[config.mk]
export PLATFORM = sky130hd
export DESIGN_NAME = padded_image_crc16_verifier_unit
export DESIGN_NICKNAME = d
export VERILOG_FILES = /design/src/rtl/picv_pkg.sv /design/src/rtl/padded_image_crc16_verifier_unit.sv /design/src/rtl/picv_track.sv /design/src/rtl/picv_verdict.sv
export SDC_FILE = /design/constraint.sdc
export NUM_CORES = 1
export LEC_CHECK = 0
export BUFFER_PORTS_ARGS = -buffer_cell sky130_fd_sc_hd__buf_4
export CORE_AREA = 2 2 131 133
export CTS_BUF_LIST = sky130_fd_sc_hd__clkbuf_4 sky130_fd_sc_hd__clkbuf_8
export DETAILED_ROUTE_END_ITERATION = 10
export DIE_AREA = 0 0 133 135
export PLACE_DENSITY = 0.76
export SYNTH_ARGS = -nofsm -noshare
export SYNTH_HDL_FRONTEND = slang
export SYNTH_SLANG_ARGS = --single-unit
[constraint.sdc]
create_clock -name clk -period 8.6 [get_ports clk]
set_input_delay 0.86 -clock clk [delete_from_list [all_inputs] [get_ports clk]]
set_output_delay 0.86 -clock clk [all_outputs]
set_load 0.02 [all_outputs]
[src/rtl/picv_pkg.sv]
// Shared types, constants and the CRC-16/XMODEM byte update for the padded
// image CRC verifier. No dependencies; all files but picv_checker import it.
`timescale 1ns / 1ps

package picv_pkg;

    localparam logic [7:0]  FILL_BYTE       = 8'h1A;
    localparam logic [7:0]  ERASED_BYTE     = 8'hFF;
    localparam logic [15:0] CRC_POLY        = 16'h1021;
    localparam logic [15:0] CRC_SEED_RESET  = 16'h0000;
    localparam logic [7:0]  PAD_LIMIT_RESET = 8'd130;
    localparam logic [7:0]  FILL_RUN_MAX    = 8'hFF;

    // Configuration register indexes.
    typedef enum logic [0:0] {
        REG_CRC_SEED  = 1'b0,
        REG_PAD_LIMIT = 1'b1
    } cfg_index_t;

    // Image tracking state as it stands after the current byte.
    typedef struct packed {
        logic [15:0] crc_end;
        logic [15:0] crc_minus_one;
        logic [15:0] crc_minus_two;
        logic [7:0]  high_byte;
        logic [7:0]  low_byte;
        logic [7:0]  fill_run;
        logic        seen_data;
    } snap_t;

    // Result fields of one image verdict.
    typedef struct packed {
        logic        image_valid;
        logic [7:0]  pad_count;
        logic        pad_overflow;
        logic [15:0] end_crc;
    } verdict_t;

    // One byte of CRC-16/XMODEM, MSB first, eight shift steps unrolled.
    function automatic logic [15:0] crc_byte(input logic [15:0] crc, input logic [7:0] b);
        logic [15:0] c;
        c = crc ^ {b, 8'h00};
        for (int k = 0; k < 8; k++)
        begin
            if (c[15])
            begin
                c = {c[14:0], 1'b0} ^ CRC_POLY;
            end
            else
            begin
                c = {c[14:0], 1'b0};
            end
        end
        return c;
    endfunction

endpackage

[src/rtl/padded_image_crc16_verifier_unit.sv]
// Top level of the padded image CRC-16 verifier: configuration registers,
// input handshake and the result register. Uses picv_pkg, picv_track, picv_verdict.
//
//   Channel  | Handshake            | Payload
//   ---------+----------------------+----------------------------------------------
//   input    | in_valid / in_ready  | data_byte, last_byte
//   result   | out_valid / out_ready| image_valid, pad_count, pad_overflow, end_crc
//   config   | cfg_we (no wait)     | cfg_index, cfg_data
//
// One byte is taken per cycle while in_ready is high; the CRC update,
// snapshot and verdict all settle in the cycle of the transfer, and the
// verdict appears in the result register on the next cycle. in_ready is low
// only while a result is held and out_ready is low. Reset clears the
// configuration to its defaults and ends any image in progress.
`timescale 1ns / 1ps

module padded_image_crc16_verifier_unit
    import picv_pkg::*;
(
    input  logic        clk,
    input  logic        rst_n,
    input  logic        in_valid,
    output logic        in_ready,
    input  logic [7:0]  data_byte,
    input  logic        last_byte,
    output logic        out_valid,
    input  logic        out_ready,
    output logic        image_valid,
    output logic [7:0]  pad_count,
    output logic        pad_overflow,
    output logic [15:0] end_crc,
    input  logic        cfg_we,
    input  logic [0:0]  cfg_index,
    input  logic [15:0] cfg_data
);

    logic [15:0] crc_seed_reg;
    logic [7:0]  pad_limit_reg;
    logic        out_valid_reg;
    verdict_t    result_reg;

    logic        accept;
    snap_t       snap_next;
    verdict_t    verdict;

    assign in_ready = !out_valid_reg || out_ready;
    assign accept   = in_valid && in_ready;

    picv_track u_track (
        .clk       (clk),
        .rst_n     (rst_n),
        .accept    (accept),
        .data_byte (data_byte),
        .last_byte (last_byte),
        .crc_seed  (crc_seed_reg),
        .snap_next (snap_next)
    );

    picv_verdict u_verdict (
        .snap      (snap_next),
        .pad_limit (pad_limit_reg),
        .verdict   (verdict)
    );

    always_ff @(posedge clk or negedge rst_n)
    begin
        if (!rst_n)
        begin
            crc_seed_reg  <= CRC_SEED_RESET;
            pad_limit_reg <= PAD_LIMIT_RESET;
        end
        else if (cfg_we)
        begin
            unique case (cfg_index_t'(cfg_index))
                REG_CRC_SEED:  crc_seed_reg  <= cfg_data;
                REG_PAD_LIMIT: pad_limit_reg <= cfg_data[7:0];
                default:       crc_seed_reg  <= crc_seed_reg;
            endcase
        end
    end

    always_ff @(posedge clk or negedge rst_n)
    begin
        if (!rst_n)
        begin
            out_valid_reg <= 1'b0;
        end
        else if (accept && last_byte)
        begin
            out_valid_reg <= 1'b1;
        end
        else if (out_ready)
        begin
            out_valid_reg <= 1'b0;
        end
    end

    always_ff @(posedge clk)
    begin
        if (accept && last_byte)
        begin
            result_reg <= verdict;
        end
    end

    assign out_valid    = out_valid_reg;
    assign image_valid  = result_reg.image_valid;
    assign pad_count    = result_reg.pad_count;
    assign pad_overflow = result_reg.pad_overflow;
    assign end_crc      = result_reg.end_crc;

endmodule

[src/rtl/picv_track.sv]
// Per-byte image tracking: running CRC history, snapshot at the latest
// non-fill byte and the trailing fill run. Depends on picv_pkg.
`timescale 1ns / 1ps

module picv_track
    import picv_pkg::*;
(
    input  logic        clk,
    input  logic        rst_n,
    input  logic        accept,
    input  logic [7:0]  data_byte,
    input  logic        last_byte,
    input  logic [15:0] crc_seed,
    output snap_t       snap_next
);

    logic        in_image_reg;
    logic [15:0] running_crc_reg;
    logic [15:0] crc_one_back_reg;
    logic [7:0]  previous_byte_reg;
    snap_t       snap_reg;

    logic [15:0] base_run;
    logic [15:0] base_one;
    logic [7:0]  base_prev;
    snap_t       base_snap;
    logic [15:0] crc_next;

    // The first byte of an image starts from the seed, whatever was left behind.
    always_comb
    begin
        if (in_image_reg)
        begin
            base_run  = running_crc_reg;
            base_one  = crc_one_back_reg;
            base_prev = previous_byte_reg;
            base_snap = snap_reg;
        end
        else
        begin
            base_run  = crc_seed;
            base_one  = crc_seed;
            base_prev = '0;
            base_snap = '{crc_end: crc_seed, crc_minus_one: crc_seed,
                          crc_minus_two: crc_seed, high_byte: '0, low_byte: '0,
                          fill_run: '0, seen_data: 1'b0};
        end
    end

    assign crc_next = crc_byte(base_run, data_byte);

    always_comb
    begin
        snap_next = base_snap;
        if (data_byte != FILL_BYTE)
        begin
            snap_next.crc_end       = crc_next;
            snap_next.crc_minus_one = base_run;
            snap_next.crc_minus_two = base_one;
            snap_next.high_byte     = base_prev;
            snap_next.low_byte      = data_byte;
            snap_next.seen_data     = 1'b1;
            snap_next.fill_run      = '0;
        end
        else if (base_snap.fill_run != FILL_RUN_MAX)
        begin
            snap_next.fill_run = base_snap.fill_run + 8'd1;
        end
    end

    always_ff @(posedge clk or negedge rst_n)
    begin
        if (!rst_n)
        begin
            in_image_reg <= 1'b0;
        end
        else if (accept)
        begin
            in_image_reg <= !last_byte;
        end
    end

    always_ff @(posedge clk)
    begin
        if (accept)
        begin
            running_crc_reg   <= crc_next;
            crc_one_back_reg  <= base_run;
            previous_byte_reg <= data_byte;
            snap_reg          <= snap_next;
        end
    end

endmodule

[src/rtl/picv_verdict.sv]
// Verdict logic: compares the three stored-CRC candidates against the
// snapshot and applies the fill limit. Depends on picv_pkg.
`timescale 1ns / 1ps

module picv_verdict
    import picv_pkg::*;
(
    input  snap_t      snap,
    input  logic [7:0] pad_limit,
    output verdict_t   verdict
);

    logic        over;
    logic [7:0]  after1;
    logic [7:0]  after2;
    logic [15:0] code1;
    logic [15:0] code2;
    logic [15:0] code3;
    logic        match;

    // Bytes past the data are fill if the run covers them, erased flash otherwise.
    assign over   = snap.fill_run > pad_limit;
    assign after1 = (snap.fill_run >= 8'd1) ? FILL_BYTE : ERASED_BYTE;
    assign after2 = (snap.fill_run >= 8'd2) ? FILL_BYTE : ERASED_BYTE;
    assign code1  = {snap.high_byte, snap.low_byte};
    assign code2  = {snap.low_byte, after1};
    assign code3  = {after1, after2};
    assign match  = (code1 == snap.crc_minus_two) || (code2 == snap.crc_minus_one)
                 || (code3 == snap.crc_end);

    assign verdict.image_valid  = snap.seen_data && !over && match;
    assign verdict.pad_count    = over ? pad_limit : snap.fill_run;
    assign verdict.pad_overflow = over;
    assign verdict.end_crc      = snap.crc_end;

endmodule

# == Yosys cells after proc, flatten, opt, wreduce, memory -nomap -nowiden ==
# Cells that the tools add are included.
# totals
inputBits,31
regBits,165
out_inout_bits,28
word_cells,71
# classes
bitwise_logic,10
eq_ne,5
n_reduce_logical,13
magnitude_cmp,3
add_sub_neg,1
muxes,21
# ops
cell,n
13-bit 2-to-1 mux,8
73-bit 2-to-1 mux,1
64-bit 2-to-1 mux,1
16-bit == test,3
8-bit 2-to-1 mux,6
16-bit 2-to-1 mux,2
3-bit NOT,8
16-bit bitwise XOR,1
"8-bit by 1-bit adder with 8-bit output, second input constant",1
"8-bit by 1-bit >= comparator with 1-bit output, second input constant",1
"8-bit by 2-bit >= comparator with 1-bit output, second input constant",1
8-bit > comparator,1
"8-bit by 5-bit != test with 1-bit output, second input constant",1
"8-bit != test, second input constant",1
1-bit logical AND,4
2-bit AND reduction,2
1-bit logical NOT,3
1-bit logical OR,3
1-bit 2-to-1 mux,3
2-bit nonzero test,1
1-bit NOT,1

# == Longest topological paths before layout ==
# depth
ltp_word,23
ltp_mapped,20
depth_no_buf,15

# == By module ==
# A second synthesis with hierarchy kept.
# hier_totals
cells_unflattened,630
hier_area_um2,7952.6
# by_module_without_submodules
module,area_per_inst_um2,instances,cells_per_inst
picv_track,5315.1,1,434
padded_image_crc16_verifier_unit,1779.2,1,84
picv_verdict,858.3,1,112

# == Worst setup path before layout ==
# OpenSTA, ideal clock, no wires.
# synth_path
path_kind,input to register
from,input port out_ready
to,"register result_reg, in the netlist end_crc[0], enable pin"
n_path_buf,0
arrival_time_ps,4812
stages,4
setup_slack_ps,3407
path_cell_list,nand2b_1 > and2_1 > nand2_1 > inv_1
# synth_via
elab_chain_cells,3
# synth_lines
item,line_no,rtl
start: declaration,padded_image_crc16_verifier_unit.sv:27,"input logic out_ready,"
1-bit logical OR,padded_image_crc16_verifier_unit.sv:46,assign in_ready = !out_valid_reg || out_ready;
1-bit logical AND,padded_image_crc16_verifier_unit.sv:47,assign accept = in_valid && in_ready;
named net accept,padded_image_crc16_verifier_unit.sv:42,logic accept;
1-bit logical AND,padded_image_crc16_verifier_unit.sv:100,if (accept && last_byte)
end signal: assignment,padded_image_crc16_verifier_unit.sv:102,result_reg <= verdict;
end: declaration,padded_image_crc16_verifier_unit.sv:40,verdict_t result_reg;
# The timed path passes the listed nets, and every way through them passes these cells.
# A chain may end at the register's enable or synchronous reset.

==> metrics.log <==
[metrics] unrepaired setup endpoints after global routing: false
[metrics] synthesized instance count: 656
[metrics] I/O Buffers: 58
[metrics] Chip Width: 133 microns
[metrics] largest fanout of any net on the critical path: 60
[metrics] max-capacitance violation count: 0
[metrics] share of the synthesized area in the top cell type: 0.512
[metrics] kind of end point of the critical path: flop
[metrics] # hold bufs at CTS: 0
[metrics] average vias per placed instance: 5.96
[metrics] top flip-flop cell by instance count after synthesis: sky130_fd_sc_hd__edfxtp_1
[metrics] post-route ant nets: 0
[metrics] total via count after detailed routing: 5564
[metrics] clock input transition at the sequential cells of the worst setup and hold paths: 80 ps
[metrics] leading post-synthesis cells by instance count: 139 x sky130_fd_sc_hd__edfxtp_1, 51 x sky130_fd_sc_hd__nand2_1, 35 x sky130_fd_sc_hd__a21oi_1, 35 x sky130_fd_sc_hd__o21ai_0, 33 x sky130_fd_sc_hd__inv_1
[metrics] synthesis-stage register bit count: 165
[metrics] Total Routing Usage GR: 0.222
[metrics] number of I/O pins: 59
[metrics] met1 usage: 0.307
[metrics] GR Layer Usage met3: 0.0469
[metrics] placed wire-length estimate after detailed placement: 13300 microns
[metrics] post-route setup slack: 3870 ps
[metrics] list of cells traversed by the critical path: and2_1 -> ha_1 -> and4_1 -> a21oi_1 -> nor3_1 -> ha_1 -> nand4_1 -> nor2_1 -> a22o_1 -> a31oi_1 -> and3b_1 -> o2111ai_1 -> o22ai_1
[metrics] Post-Place Setup Slack: 3480 ps
[metrics] final net count: 740
[metrics] met2 routing resource usage after global routing: 0.346
[metrics] fraction of layout cells with a size suffix above 1: 0.209
[metrics] post_cts resized: 0
[metrics] part of the cycle the worst path needs: 0.550
[metrics] highest cell delay on the worst timing path: 850 ps
[metrics] Post-Syn Area per Cell: 12.4 sq um
[metrics] initial DRC count: 620
[metrics] DIE HEIGHT: 135 microns
[metrics] post-synth cell types: 64
[metrics] number of synthesized flops with an enable pin: 139
[metrics] Std-Cell Core Area: 16400 sq um
[metrics] final hold violations: 0
[metrics] part of the Yosys area used for sequential elements: 0.592
[metrics] final worst path period need: 4730 ps
[metrics] area of the mapped netlist: 8160 sq um
[metrics] number of global-route vias before repair: 5470
[metrics] average wire per cell in the routed design: 20.6 microns
[metrics] Sink Count: 165
[metrics] H-tree Lvls: 4
[metrics] Die ar.: 18000 sq um
[metrics] Leakage: 3.46 nW
[metrics] clock buffers created by TritonCTS: 17
[metrics] fraction of registers with async set/reset: 0.158
[metrics] TritonCTS clock tree: yes
[metrics] slowest cell on the critical path: sky130_fd_sc_hd__dfrtp_4
[metrics] number of search-and-repair iterations in the first detailed-routing pass: 5
[metrics] required time of the critical path: 8800 ps
[metrics] synth warn: 0
[metrics] Post-Syn Nets: 696
[metrics] clk root buf: sky130_fd_sc_hd__clkbuf_8
[metrics] number of flip-flops under the largest register name: 73
[metrics] Routed WL: 19200 microns
[metrics] most numerous cell in the Yosys netlist: sky130_fd_sc_hd__edfxtp_1
[metrics] count of final setup violators: 0
[metrics] worst min-delay path category: input pin to async pin
[metrics] maximum root-to-sink buffer count: 2
[metrics] fillers: 1353
[metrics] initial core utilization: 0.497
[metrics] Setup Skew: 11.8 ps
[metrics] number of antenna violations at the first check in global routing: 0
[metrics] Worst setup SP type: flop
[metrics] multi-input gate area in the final layout: 2980 sq um
[metrics] largest net degree at the start of global routing: 61
[metrics] result of the run: finished clean
[metrics] Area growth syn-to-layout: 12.2%
[metrics] ranking of synthesized cells by area: sky130_fd_sc_hd__edfxtp_1 51%, sky130_fd_sc_hd__dfrtp_1 7.4%, sky130_fd_sc_hd__mux2_2 4.1%
[metrics] number of antenna cells inserted: 0
[metrics] largest area contributor in the netlist: sky130_fd_sc_hd__edfxtp_1
[metrics] first-pass GRT wire length: 30100 microns
[metrics] transition at the pin with the smallest max-transition slack: 1170 ps
[metrics] most utilized layer in the global route result: met2
[metrics] FF+latch area: 4830 sq um
[metrics] Fin Setup TNS: 0 ps
[metrics] total setup buffers inserted after CTS: 0
[metrics] worst setup path class: flop to flop
[metrics] number of rows created at floorplan: 47
[metrics] Remaining DRCs: 0
[metrics] most frequent cell on the critical path: sky130_fd_sc_hd__ha_1
[metrics] Peak Freq: 211 MHz
[metrics] final hold slack: 292 ps
[metrics] power per cell area: 288 nW/um^2
[metrics] Peak supply drop: 0.000153 V
[metrics] Worst EP arrival: 4940 ps
[metrics] total congestion overflow: 0
[metrics] clock latency on the worst-skew pair: 470 ps
[metrics] total count of max-transition violations in the final report: 0
[metrics] tightest slew margin relative to the limit: 0.215
[metrics] gp weighted congestion: 0.846
[routing by layer]
layer,up-vias,wire (microns)
li1,2525,-
met1,2732,8340
met2,273,8990
met3,34,1400
met4,0,484
met5,-,0
[layout make-up]
class / instances / area share
clock inverter: 9 / 0.0193
tap: 220 / 0.0301
timing repair buffer: 64 / 0.0525
clock buffer: 23 / 0.0312
sequential: 165 / 0.528
inverter: 33 / 0.0135
multi-input combinational: 419 / 0.326
[power by group]
part           internal (mW)  switching [mW]  leakage (nW)
registers               1.14          0.0870          1.64
logic                  0.301           0.465          1.59
clock network          0.369           0.276         0.235
total                   1.81           0.828          3.46
[through the flow]
step                utilization  cell area, sq um  cells  power, mW
floorplan                     -              8160    656       1.75
global placement          0.530              8690    901       1.97
detailed placement        0.530              8690    901       1.99
CTS                       0.558              9150    933       2.64
global route              0.558              9150    933       2.76
finish                    0.558              9150    933       2.63
[worst max-delay path: cells and delay by family (launching register included)]
kind	cells	cell delay, ps
AO/OA/AOI/OAI	5	1340
AND/OR/NAND/NOR	6	1560
flip-flops	1	850
adder cells (fa/ha/maj)	2	710
[final timing paths]
kind                                      start                to  slack (ps)  cells past startpoint
hold / removal                            rst_n  crc_seed_reg[10]         290                      1
max in group asynchronous                 rst_n  pad_limit_reg[7]        7980                      1
min in group clk                      out_valid         out_valid         550                      2
setup / recovery           u_track.in_image_reg       image_valid        3870                     13
hold reg to reg                       out_valid         out_valid         550                      2
setup reg to reg           u_track.in_image_reg       image_valid        3870                     13
[cells in the final DEF, fill, tap and decap left out, drive strengths merged, types with 2 or more instances in the layout]
cell type | Yosys | final
ha | 9 | 9
a211oi | 5 | 5
a311oi | 2 | 2
a32oi | 2 | 2
nand2b | 3 | 3
nor2b | 11 | 11
clkbuf | 16 | 23
nor3 | 8 | 8
mux2 | 30 | 30
xor2 | 13 | 13
edfxtp | 139 | 139
a21o | 8 | 8
a21oi | 35 | 35
nand3 | 32 | 32
and2 | 3 | 3
a21boi | 2 | 2
nand4 | 9 | 9
and4 | 4 | 4
nor4b | 2 | 2
nor2 | 27 | 27
clkinv | 0 | 3
bufinv | 0 | 5
a311o | 4 | 4
and3 | 3 | 3
xnor2 | 32 | 32
nand2 | 52 | 52
xor3 | 3 | 3
inv | 33 | 33
o21a | 7 | 7
a31oi | 35 | 35
mux2i | 20 | 20
nor4 | 7 | 7
dfrtp | 24 | 24
buf | 23 | 64
dfstp | 2 | 2
o21ai | 36 | 36
[cell families (layout without fill, tap and decap cells)]
| logic type | Yosys count | count (layout) | synth area share |
|---|---|---|---|
| AO/OA/AOI/OAI | 143 | 143 | 0.114 |
| buffers and inverters | 72 | 129 | 0.0439 |
| multiplexers | 50 | 50 | 0.0660 |
| AND/OR/NAND/NOR | 168 | 168 | 0.110 |
| adder cells (fa/ha/maj) | 9 | 9 | 0.0138 |
| XOR/XNOR | 49 | 49 | 0.0608 |
| flip-flops | 165 | 165 | 0.592 |
Note: power is estimated with default switching activity, not from simulation.
